--- config.mk ---
export PLATFORM = sky130hd
export DESIGN_NAME = extended_gcd_modular_inverse
export DESIGN_NICKNAME = d
export VERILOG_FILES = /design/src/sv/egcd_pkg.sv /design/src/sv/extended_gcd_modular_inverse.sv /design/src/sv/egcd_divider.sv
export SDC_FILE = /design/constraint.sdc
export NUM_CORES = 2
export LEC_CHECK = 0
export BUFFER_PORTS_ARGS = -buffer_cell sky130_fd_sc_hd__clkbuf_2
export CAP_MARGIN = 25
export CORE_MARGIN = 2
export CORE_UTILIZATION = 60
export DETAILED_ROUTE_END_ITERATION = 6
export PLACE_DENSITY = 0.78
export RECOVER_POWER = 25
export SYNTH_ARGS = -nofsm -noshare
export SYNTH_HDL_FRONTEND = slang
export SYNTH_SLANG_ARGS = --single-unit
--- constraint.sdc ---
create_clock -name clk -period 53.9 [get_ports clk]
set_clock_uncertainty 0.1 [all_clocks]
set_input_delay 10.78 -clock clk [delete_from_list [all_inputs] [get_ports clk]]
set_output_delay 10.78 -clock clk [all_outputs]
set_load 0.03 [all_outputs]
--- src/sv/egcd_pkg.sv ---
// Shared types and constants for the extended gcd / modular inverse block.
`default_nettype none
package egcd_pkg;

    typedef enum logic [1:0] {
        ACT_GCD = 2'd0,
        ACT_INV = 2'd1,
        ACT_CONG = 2'd2,
        ACT_NONE = 2'd3
    } action_t;

    typedef enum logic [3:0] {
        ST_IDLE,
        ST_CHECK,
        ST_DIV,
        ST_MUL,
        ST_STEP,
        ST_POST,
        ST_MODX,
        ST_CDIV,
        ST_KMOD,
        ST_MULMOD,
        ST_DONE
    } state_t;

endpackage
`default_nettype wire

--- src/sv/extended_gcd_modular_inverse.sv ---
// Top level: extended Euclid sequencer around a shared serial divider.
//
// Usage: an item request enters on s_axis (tdata = action, first_operand,
// second_operand, rhs from bit 0 up); one result leaves on m_axis (tdata =
// coef_x, coef_y, divisor, answer; tuser = solvable). s_axis_tready is high
// only while the sequencer is idle; one item is worked at a time.
// Each Euclid round takes a division, a shift-add pass over the
// quotient bits for the two coefficient products, and two more states
// (step and check). After the last round come the post-processing steps
// (congruence: two divisions, two reductions and the modular multiply).
// Worst case with 63-bit operands is about 92 rounds.
// The result waits in an output register until m_axis_tready; the next
// request is taken and worked meanwhile, and the sequencer holds in its last
// state until the earlier result has been taken.
// Reset (rst_n low, asynchronous) returns the sequencer to idle and drops
// m_axis_tvalid; no clearing pass is needed.
`default_nettype none
module extended_gcd_modular_inverse
    import egcd_pkg::*;
#(
    parameter int WIDTH = 64
) (
    input  wire logic         clk,
    input  wire logic         rst_n,
    input  wire logic         s_axis_tvalid,
    output logic              s_axis_tready,
    // action[1:0], first_operand[64:2], second_operand[127:65], rhs[190:128]
    input  wire logic [191:0] s_axis_tdata,
    output logic              m_axis_tvalid,
    input  wire logic         m_axis_tready,
    // coef_x[63:0], coef_y[127:64], divisor[190:128], answer[253:191]
    output logic [255:0]      m_axis_tdata,
    // solvable
    output logic              m_axis_tuser
);
    localparam int W = WIDTH;

    state_t state_reg, state_next;
    logic [1:0] act_reg;
    logic [W-1:0] pr_reg, cr_reg, px_reg, cx_reg, py_reg, cy_reg;
    logic [W-1:0] b_reg, c_reg, q_reg, qx_reg, qy_reg, mx_reg, my_reg;
    logic [W-1:0] m2_reg, x0_reg, k_reg, acc_reg, ans_reg;
    logic [$clog2(W+1)-1:0] bit_reg;
    logic ok_reg;
    logic outv_reg;
    logic [63:0] ox_reg, oy_reg;
    logic [62:0] od_reg, oa_reg;
    logic ou_reg;
    logic phase_reg;
    logic [1:0] sub_reg;
    logic out_load;

    logic div_start;
    logic [W-1:0] div_a, div_b;
    logic div_done;
    logic [W-1:0] div_q, div_r;

    logic [W-1:0] in_a, in_b, in_c;
    logic neg_x;
    logic [W-1:0] mag_x;
    logic [W:0] acc2, acc3;
    logic [W-1:0] acc_sh, acc_add;

    assign in_a = W'(s_axis_tdata[64:2]) & {1'b0, {(W-1){1'b1}}};
    assign in_b = W'(s_axis_tdata[127:65]) & {1'b0, {(W-1){1'b1}}};
    assign in_c = W'(s_axis_tdata[190:128]) & {1'b0, {(W-1){1'b1}}};

    assign neg_x = px_reg[W-1];
    assign mag_x = neg_x ? (W'(0) - px_reg) : px_reg;

    // result moves to the output register once the old one is gone
    assign out_load = (state_reg == ST_DONE) && (!outv_reg || m_axis_tready);

    egcd_divider #(.W(W)) u_div (
        .clk(clk), .rst_n(rst_n), .start(div_start),
        .dividend(div_a), .dvsr(div_b),
        .done(div_done), .quot(div_q), .rem(div_r)
    );

    // mul_mod step: acc = 2*acc mod m, then optionally + x0 mod m
    always_comb
    begin
        acc2 = {acc_reg, 1'b0};
        acc_sh = (acc2 >= {1'b0, m2_reg}) ? W'(acc2 - {1'b0, m2_reg}) : acc2[W-1:0];
        acc3 = {1'b0, acc_sh} + {1'b0, x0_reg};
        acc_add = (acc3 >= {1'b0, m2_reg}) ? W'(acc3 - {1'b0, m2_reg}) : acc3[W-1:0];
    end

    // next state
    always_comb
    begin
        state_next = state_reg;
        unique case (state_reg)
            ST_IDLE:   if (s_axis_tvalid) state_next = ST_CHECK;
            ST_CHECK:  state_next = (cr_reg != '0) ? ST_DIV : ST_POST;
            ST_DIV:    if (div_done) state_next = ST_MUL;
            ST_MUL:    if (q_reg == '0) state_next = ST_STEP;
            ST_STEP:   state_next = ST_CHECK;
            ST_POST:
            begin
                if (act_reg == ACT_CONG && b_reg != '0 && pr_reg != '0)
                    state_next = ST_CDIV;
                else if (act_reg == ACT_INV && b_reg != '0 && pr_reg == W'(1))
                    state_next = ST_MODX;
                else
                    state_next = ST_DONE;
            end
            ST_CDIV:
            begin
                // first pass c / gcd, second pass b / gcd
                if (div_done)
                begin
                    if (sub_reg != 2'd0)
                        state_next = ST_KMOD;
                    else if (div_r != '0)
                        state_next = ST_DONE;
                end
            end
            ST_KMOD:   if (div_done) state_next = ST_MODX;
            ST_MODX:   if (div_done)
                           state_next = (act_reg == ACT_CONG) ? ST_MULMOD : ST_DONE;
            ST_MULMOD: if (bit_reg == '0) state_next = ST_DONE;
            ST_DONE:   if (out_load) state_next = ST_IDLE;
            default:   state_next = ST_IDLE;
        endcase
    end

    // divider start and operands: sub-phases are sequenced by a phase flag
    always_comb
    begin
        div_start = 1'b0;
        div_a = pr_reg;
        div_b = cr_reg;
        unique case (state_reg)
            ST_DIV:
            begin
                div_start = !phase_reg;
            end
            ST_CDIV:
            begin
                div_start = !phase_reg;
                div_a = (sub_reg == 2'd0) ? c_reg : b_reg;
                div_b = pr_reg;
            end
            ST_KMOD:
            begin
                div_start = !phase_reg;
                div_a = k_reg;
                div_b = m2_reg;
            end
            ST_MODX:
            begin
                div_start = !phase_reg;
                div_a = mag_x;
                div_b = m2_reg;
            end
            default:
            begin
                div_start = 1'b0;
            end
        endcase
    end

    always_ff @(posedge clk or negedge rst_n)
    begin
        if (!rst_n)
        begin
            state_reg <= ST_IDLE;
            outv_reg <= 1'b0;
            phase_reg <= 1'b0;
            sub_reg <= '0;
        end
        else
        begin
            state_reg <= state_next;
            if (out_load)
                outv_reg <= 1'b1;
            else if (m_axis_tready)
                outv_reg <= 1'b0;
            if (div_start)
                phase_reg <= 1'b1;
            else if (div_done)
                phase_reg <= 1'b0;
            if (state_reg == ST_POST)
                sub_reg <= 2'd0;
            else if (state_reg == ST_CDIV && div_done)
                sub_reg <= sub_reg + 2'd1;
        end
    end

    always_ff @(posedge clk)
    begin
        unique case (state_reg)
            ST_IDLE:
            begin
                act_reg <= s_axis_tdata[1:0];
                pr_reg <= in_a;
                cr_reg <= in_b;
                b_reg <= in_b;
                c_reg <= in_c;
                px_reg <= W'(1);
                cx_reg <= '0;
                py_reg <= '0;
                cy_reg <= W'(1);
                ok_reg <= 1'b0;
                ans_reg <= '0;
            end
            ST_DIV:
                if (div_done)
                begin
                    q_reg <= div_q;
                    qx_reg <= '0;
                    qy_reg <= '0;
                    mx_reg <= cx_reg;
                    my_reg <= cy_reg;
                end
            ST_MUL:
                // shift-add over the quotient bits, LSB first
                if (q_reg != '0)
                begin
                    if (q_reg[0])
                    begin
                        qx_reg <= qx_reg + mx_reg;
                        qy_reg <= qy_reg + my_reg;
                    end
                    mx_reg <= {mx_reg[W-2:0], 1'b0};
                    my_reg <= {my_reg[W-2:0], 1'b0};
                    q_reg <= {1'b0, q_reg[W-1:1]};
                end
            ST_STEP:
            begin
                // divider still holds the remainder of this round
                pr_reg <= cr_reg;
                cr_reg <= div_r;
                px_reg <= cx_reg;
                cx_reg <= px_reg - qx_reg;
                py_reg <= cy_reg;
                cy_reg <= py_reg - qy_reg;
            end
            ST_POST:
            begin
                ok_reg <= (act_reg == ACT_GCD);
                m2_reg <= b_reg;
            end
            ST_CDIV:
                if (div_done)
                begin
                    if (sub_reg == 2'd0)
                        k_reg <= div_q;
                    else
                        m2_reg <= div_q;
                end
            ST_KMOD:
                if (div_done) k_reg <= div_r;
            ST_MODX:
                if (div_done)
                begin
                    x0_reg <= (neg_x && div_r != '0) ? m2_reg - div_r : div_r;
                    if (act_reg == ACT_INV)
                    begin
                        ans_reg <= (neg_x && div_r != '0) ? m2_reg - div_r : div_r;
                        ok_reg <= 1'b1;
                    end
                    acc_reg <= '0;
                    bit_reg <= ($clog2(W+1))'(W);
                end
            ST_MULMOD:
                if (bit_reg != '0)
                begin
                    acc_reg <= k_reg[W-1] ? acc_add : acc_sh;
                    k_reg <= {k_reg[W-2:0], 1'b0};
                    bit_reg <= bit_reg - 1'b1;
                end
                else
                begin
                    ans_reg <= acc_reg;
                    ok_reg <= 1'b1;
                end
            ST_DONE:
                if (out_load)
                begin
                    ox_reg <= 64'(signed'(px_reg));
                    oy_reg <= 64'(signed'(py_reg));
                    od_reg <= 63'(pr_reg);
                    oa_reg <= 63'(ans_reg);
                    ou_reg <= ok_reg;
                end
            default:
            begin
            end
        endcase
    end

    assign s_axis_tready = (state_reg == ST_IDLE);
    assign m_axis_tvalid = outv_reg;
    assign m_axis_tdata = {2'b00, oa_reg, od_reg, oy_reg, ox_reg};
    assign m_axis_tuser = ou_reg;
endmodule
`default_nettype wire

--- src/sv/egcd_divider.sv ---
// Shared restoring divider: one quotient bit per cycle.
`default_nettype none
module egcd_divider
    import egcd_pkg::*;
#(
    parameter int W = 64
) (
    input  wire logic         clk,
    input  wire logic         rst_n,
    input  wire logic         start,
    input  wire logic [W-1:0] dividend,
    input  wire logic [W-1:0] dvsr,
    output logic              done,
    output logic [W-1:0]      quot,
    output logic [W-1:0]      rem
);
    localparam int CW = $clog2(W + 1);

    logic [W-1:0] q_reg, q_next;
    logic [W-1:0] r_reg, r_next;
    logic [W-1:0] d_reg, d_next;
    logic [CW-1:0] cnt_reg, cnt_next;
    logic busy_reg, busy_next;
    logic done_reg, done_next;
    logic [W:0] trial;

    always_comb
    begin
        q_next = q_reg;
        r_next = r_reg;
        d_next = d_reg;
        cnt_next = cnt_reg;
        busy_next = busy_reg;
        done_next = 1'b0;
        trial = {r_reg, q_reg[W-1]};
        if (start)
        begin
            q_next = dividend;
            r_next = '0;
            d_next = dvsr;
            cnt_next = CW'(W);
            busy_next = 1'b1;
        end
        else if (busy_reg)
        begin
            if (trial >= {1'b0, d_reg})
            begin
                r_next = W'(trial - {1'b0, d_reg});
                q_next = {q_reg[W-2:0], 1'b1};
            end
            else
            begin
                r_next = trial[W-1:0];
                q_next = {q_reg[W-2:0], 1'b0};
            end
            cnt_next = cnt_reg - 1'b1;
            if (cnt_reg == CW'(1))
            begin
                busy_next = 1'b0;
                done_next = 1'b1;
            end
        end
    end

    always_ff @(posedge clk or negedge rst_n)
    begin
        if (!rst_n)
        begin
            busy_reg <= 1'b0;
            done_reg <= 1'b0;
            cnt_reg <= '0;
        end
        else
        begin
            busy_reg <= busy_next;
            done_reg <= done_next;
            cnt_reg <= cnt_next;
        end
    end

    always_ff @(posedge clk)
    begin
        q_reg <= q_next;
        r_reg <= r_next;
        d_reg <= d_next;
    end

    assign done = done_reg;
    assign quot = q_reg;
    assign rem = r_reg;
endmodule
`default_nettype wire

After elaboration in Yosys (flattened, before gate mapping)
Cells that the tools add are included.
{"block": "word_totals", "input_bits": 196, "register_bits": 1623, "output_inout_bits": 259, "word_cells": 212}
{"block": "op_classes", "muxes": 85, "addsub": 13, "magnitude_cmp": 3, "eq_ne": 30, "reduce_logical": 45}
{"cell": "case mux 64 bit (2 select lines)", "n": 14}
{"cell": "two-way mux 64 bit", "n": 26}
{"cell": "case mux 64 bit (3 select lines)", "n": 2}
{"cell": "subtractor 64 bit", "n": 6}
{"cell": "nonzero test 64 bit", "n": 5}
{"cell": "two-way mux 63 bit", "n": 4}
{"cell": ">= comparator 65 x 64 -> 1 bit", "n": 3}
{"cell": "case mux 63 bit (3 select lines)", "n": 1}
{"cell": "adder 64 bit", "n": 2}
{"cell": "adder 64 x 64 -> 65 bit", "n": 1}
{"cell": "equality test 64 x 1 -> 1 bit (second input constant)", "n": 1}
{"cell": "zero test 64 bit", "n": 1}
{"cell": "subtractor 1 x 64 -> 64 bit (first input constant)", "n": 1}
{"cell": "two-way mux 4 bit", "n": 12}
{"cell": "case mux 4 bit (11 select lines)", "n": 1}
{"cell": "two-way mux 7 bit", "n": 4}
{"cell": "inequality test 2 bit (second input constant)", "n": 11}
{"cell": "nonzero test 2 bit", "n": 9}
{"cell": "equality test 4 x 3 -> 1 bit (second input constant)", "n": 4}
{"cell": "two-way mux 1 bit", "n": 15}
{"cell": "case mux 7 bit (2 select lines)", "n": 1}
{"cell": "subtractor 7 x 1 -> 7 bit (second input constant)", "n": 2}
{"cell": "equality test 4 bit (second input constant)", "n": 3}
{"cell": "AND reduction 4 bit", "n": 3}
{"cell": "26 further kinds", "n": 44}

Depth between registers and ports, before layout
{"block": "logic_depth", "ltp_word": 8, "mapped_depth": 43, "ltp_nobuf": 37}

Hierarchy
From an unflattened synthesis, not the netlist that was laid out.
{"block": "hier_totals", "cells_unflattened": 10418, "area_unflattened_um2": 101115.7}
{"mod": "extended_gcd_modular_inverse", "seq_area_each_um2": 42660.9, "cells_each": 9240, "area_per_inst_um2": 89293.1, "n_inst": 1}
{"mod": "egcd_divider", "seq_area_each_um2": 5350.1, "cells_each": 1178, "area_per_inst_um2": 11822.6, "n_inst": 1}

Worst setup path before layout
OpenSTA, ideal clock, no wires.
{"block": "synth_path", "path_kind": "input-to-reg", "from": "in m_axis_tready", "to": "reg ou_reg (netlist: m_axis_tuser), enable pin", "cell_stages": 2, "setup_slack_ns": 23.388, "required_ns": 52.564, "t_arrival_ns": 29.176, "path_buffers": 0, "setup_time_ns": 1.236, "cell_sequence": "nand2b_1 nor3b_1"}
{"block": "synth_between", "elab_chain_len": 3}
{"element": "from (decl)", "line_no": "extended_gcd_modular_inverse.sv:30", "source": "input wire logic m_axis_tready,"}
{"element": "logical OR 1 bit", "line_no": "extended_gcd_modular_inverse.sv:72", "source": "assign out_load = (state_reg == ST_DONE) && (!outv_reg || m_axis_tready);"}
{"element": "logical AND 1 bit", "line_no": "extended_gcd_modular_inverse.sv:72"}
{"element": "net out_load", "line_no": "extended_gcd_modular_inverse.sv:51", "source": "logic out_load;"}
{"element": "AND reduction 2 bit (no line)"}
{"element": "to (signal assigned)", "line_no": "extended_gcd_modular_inverse.sv:286", "source": "ou_reg <= ok_reg;"}
{"element": "to (decl)", "line_no": "extended_gcd_modular_inverse.sv:48", "source": "logic ou_reg;"}
The timed path passes the listed nets, and every way through them passes these cells.
A chain may end at the register's enable or synchronous reset.

Worst setup path after layout
{"block": "layout_path", "from": "reg state_reg[0]", "to": "out s_axis_tready"}
{"block": "layout_between", "elab_chain_len": 1}
{"element": "from (decl)", "line_no": "extended_gcd_modular_inverse.sv:38", "source": "state_t state_reg, state_next;"}
{"element": "from (signal assigned)", "line_no": "extended_gcd_modular_inverse.sv:175", "source": "state_reg <= state_next;"}
{"element": "zero test 4 bit", "line_no": "extended_gcd_modular_inverse.sv:294", "source": "assign s_axis_tready = (state_reg == ST_IDLE);"}
{"element": "to (decl)", "line_no": "extended_gcd_modular_inverse.sv:26", "source": "output logic s_axis_tready,"}
Every way passes these cells.

==> out/qor.txt <==
sequential area share after synthesis = 47.95%
non-filler instance count after layout = 12.96k
flops & latches, synth = 1623
fill count = 12.89k
WL/cell = 27.05 um
Synth area leaders = edfxtp_1 46%, ha_1 7.2%, nand2_1 6.9%, a21oi_1 3.7%, o21ai_0 3.2%
initial DRC count = 13.06k
relative slew slack = -207.6%
synthesis-to-layout area growth = 9.751%
worst min-delay path category = reg -> reg
pwr dens = 64.08 nW/um2
Clk pin slew, worst setup/hold paths = 70 ps
power share of the combinational group = 49.0%
Final setup viols = 0
reg-to-reg setup timing slack = 40840 ps
Detailed Route WL = 350500 um
cts hold-fix bufs = 0
die span in y = 412.5 um
first-pass GRT wire length = 508800 um
Reg2Reg Capture Point = acc_reg[17]$_SDFFCE_PN0P_
routed vias/inst = 6.617
CTS Buffer Depth = 3
failing checks = DRC, capacitance limit, slew limit
core region area = 165400 um2
Total GRT Usage = 39.97%
total grt overflow = 0
placed insts = 12.62k
post-synth top area share = 46.25%
I/O pin cnt = 455
Pint = 3849 uW
CTS tree = done
total setup buffers inserted after CTS = 0
syn avg cell area = 9.636 um2
sequential group share of total power = 33.5%
post-route ant nets = 0
clock tree sinks = 1623
startpoint types = flop
WS Path Type = reg -> out
initial antenna violation count = 39
Worst Path Max Fanout = 47
Max Cap Viol = 20
final hold vios = 0
Crit path required time = 43020 ps
Worst-Margin Slew = 4614 ps
P_sw = 3192 uW
Synth Instances = 10.39k
die outline area = 170200 um2
Synth Area in Simple Gates = 16.34%
combinational family with the most area after synthesis = compound AO/OA/AOI/OAI gates
Reg-to-Reg Start = m2_reg[60]$_DFFE_PP_
RSZ-0062 raised after global routing = no
ys async rst share = 1.047%
Final nets = 11.39k
status = finished with violations
# port buffers = 451
nature of the critical path endpoint = primary output
Via Count = 85.74k
Worst Setup EP = s_axis_tready
Synth Cell Area = 100100 um2
Critical Path Start = state_reg[0]$_DFFE_PN0P_
final worst-path cycle share = 27.50%
largest net degree at the start of global routing = 164
Starting Density = 60.55%
Synth Area in XOR/XNOR = 4.960%
min Tclk post-route = 14820 ps
vias in the first global route = 80.08k
yosys warns = 0
most common flop cell mapped by yosys = edfxtp_1
Max Fclk = 67.46 MHz
layout cells sized above 1 = 8.715%
Net Sw Frac = 45.34%
# resized after CTS = 0
Root Driver = clkbuf_16
Lkg Pwr = 0.04488 uW
Synth Area in Adders = 7.390%
DRC Markers = 2
area leader, netlist = edfxtp_1
Worst-Skew Late Latency = 860 ps
complex-gate fraction of the synthesized area = 17.66%
GP Congestion = 1.046
Final Hold Slack = 305.3 ps
Arrival @ worst endpoint = 3940 ps
hpwl dp = 260400 um
mux share of post-synthesis cell area = 1.961%
final core occ = 66.45%
Rows = 149
maximum vdd ir drop = 0.03986 mV
Post-synth EDFFs = 1542
Final Max Tran Viols = 1183
post-synthesis cell type count = 86
Pre-antenna DRT Iters = 7
H-tree levels = 4
die width = 412.5 um
Clock Power Share = 17.4%
Setup TNS = 0 ps
FF-to-FF path depth = 35
TritonCTS Buffers = 172
==> layout by cell type (no fill, tap or decap), drive strengths merged, types with 65 or more instances in the layout <==
cell type and n:
a211oi 92, a21o 345, a21oi 740, a22oi 68
a31oi 126, and2 185, and3 65, buf 74
clkbuf 686, clkinv 71, edfxtp 1542, ha 577
inv 495, mux2 81, mux2i 105, nand2 1845
nand2b 102, nand3 139, nand4 136, nor2 759
nor2b 70, nor3 127, nor4 119, o21a 93
o21ai 642, o21bai 88, xnor2 345, xor2 222
==> synthesized netlist by cell type (all sizes together) (126+ instances only) <==
master	instances
inv	489
xnor2	345
o21ai	642
ha	577
edfxtp	1542
nand3	139
clkbuf	471
a21oi	740
nor2	759
a21o	345
nand2	1845
nand4	136
xor2	222
a31oi	126
nor3	127
and2	185
==> worst max-delay path, stage by stage, from the launching register on <==
cell and delay, ps:
dfrtp_1 1260, nor4_1 1420, clkbuf_2 380
==> cell families (layout without fill, tap and decap cells) <==
| group | count (synthesis) | count (layout) |
|---|---|---|
| multiplexers | 186 | 186 |
| adder cells (fa/ha/maj) | 586 | 586 |
| flip-flops | 1623 | 1623 |
| AND/OR/NAND/NOR | 3680 | 3680 |
| buffers and inverters | 994 | 1353 |
| AO/OA/AOI/OAI | 2754 | 2754 |
| XOR/XNOR | 567 | 567 |
| other | 1 | 18 |
==> power by group through the flow <==
stage                     Combinational [uW]  Clock [uW]  Sequential [uW]
after floorplan                         2410           0             2310
after global placement                  3240           0             2320
after detailed placement                3310           0             2330
after CTS                               3340        1230             2310
after global routing                    3730        1270             2370
final                                   3450        1230             2360
==> layer usage <==
metal | global-route usage, % | wire (um) | share of wire, % | vias up
met4 | 16.48 | 16030 | 4.6 | 36
li1 | - | - | - | 38320
met3 | 10.17 | 47100 | 13 | 749
met2 | 57.28 | 146300 | 42 | 5814
met1 | 57.61 | 140800 | 40 | 40820
met5 | 0 | 235 | 0.067 | -
==> final cells by class <==
type	instances	area (um2)	area share, %
tap	2189	2739	2.492
multi-input combinational	7775	48540	44.17
clock inverter	103	1094	0.9952
inverter	489	1838	1.673
antenna	16	40.04	0.03644
timing repair buffer	547	3005	2.735
clock buffer	214	4618	4.203
sequential	1623	48010	43.69
==> how the worst min path moves through the flow <==
stage                     startpoint                endpoint  slack [ps]  depth (start not counted)
2_1_floorplan       ok_reg$_DFFE_PP_  m_axis_tuser$_DFFE_PP_         300                          0
3_3_place_gp   ans_reg[59]$_DFFE_PP_    oa_reg[59]$_DFFE_PP_         300                          0
3_5_place_dp    ans_reg[5]$_DFFE_PP_     oa_reg[5]$_DFFE_PP_         300                          0
4_1_cts        ans_reg[56]$_DFFE_PP_    oa_reg[56]$_DFFE_PP_         290                          0
5_1_grt        ans_reg[59]$_DFFE_PP_    oa_reg[59]$_DFFE_PP_         320                          0
6_report       ans_reg[56]$_DFFE_PP_    oa_reg[56]$_DFFE_PP_         310                          0
==> stage by stage <==
step	cell area, um2	power, uW	setup WS (ps)
floorplan	100100	4727	23390
finish	109900	7041	39080
CTS	109900	6882	40020
global route	109900	7376	39110
global placement	104100	5559	39260
detailed placement	104200	5641	39150
Power figures use the tool's default switching activity.
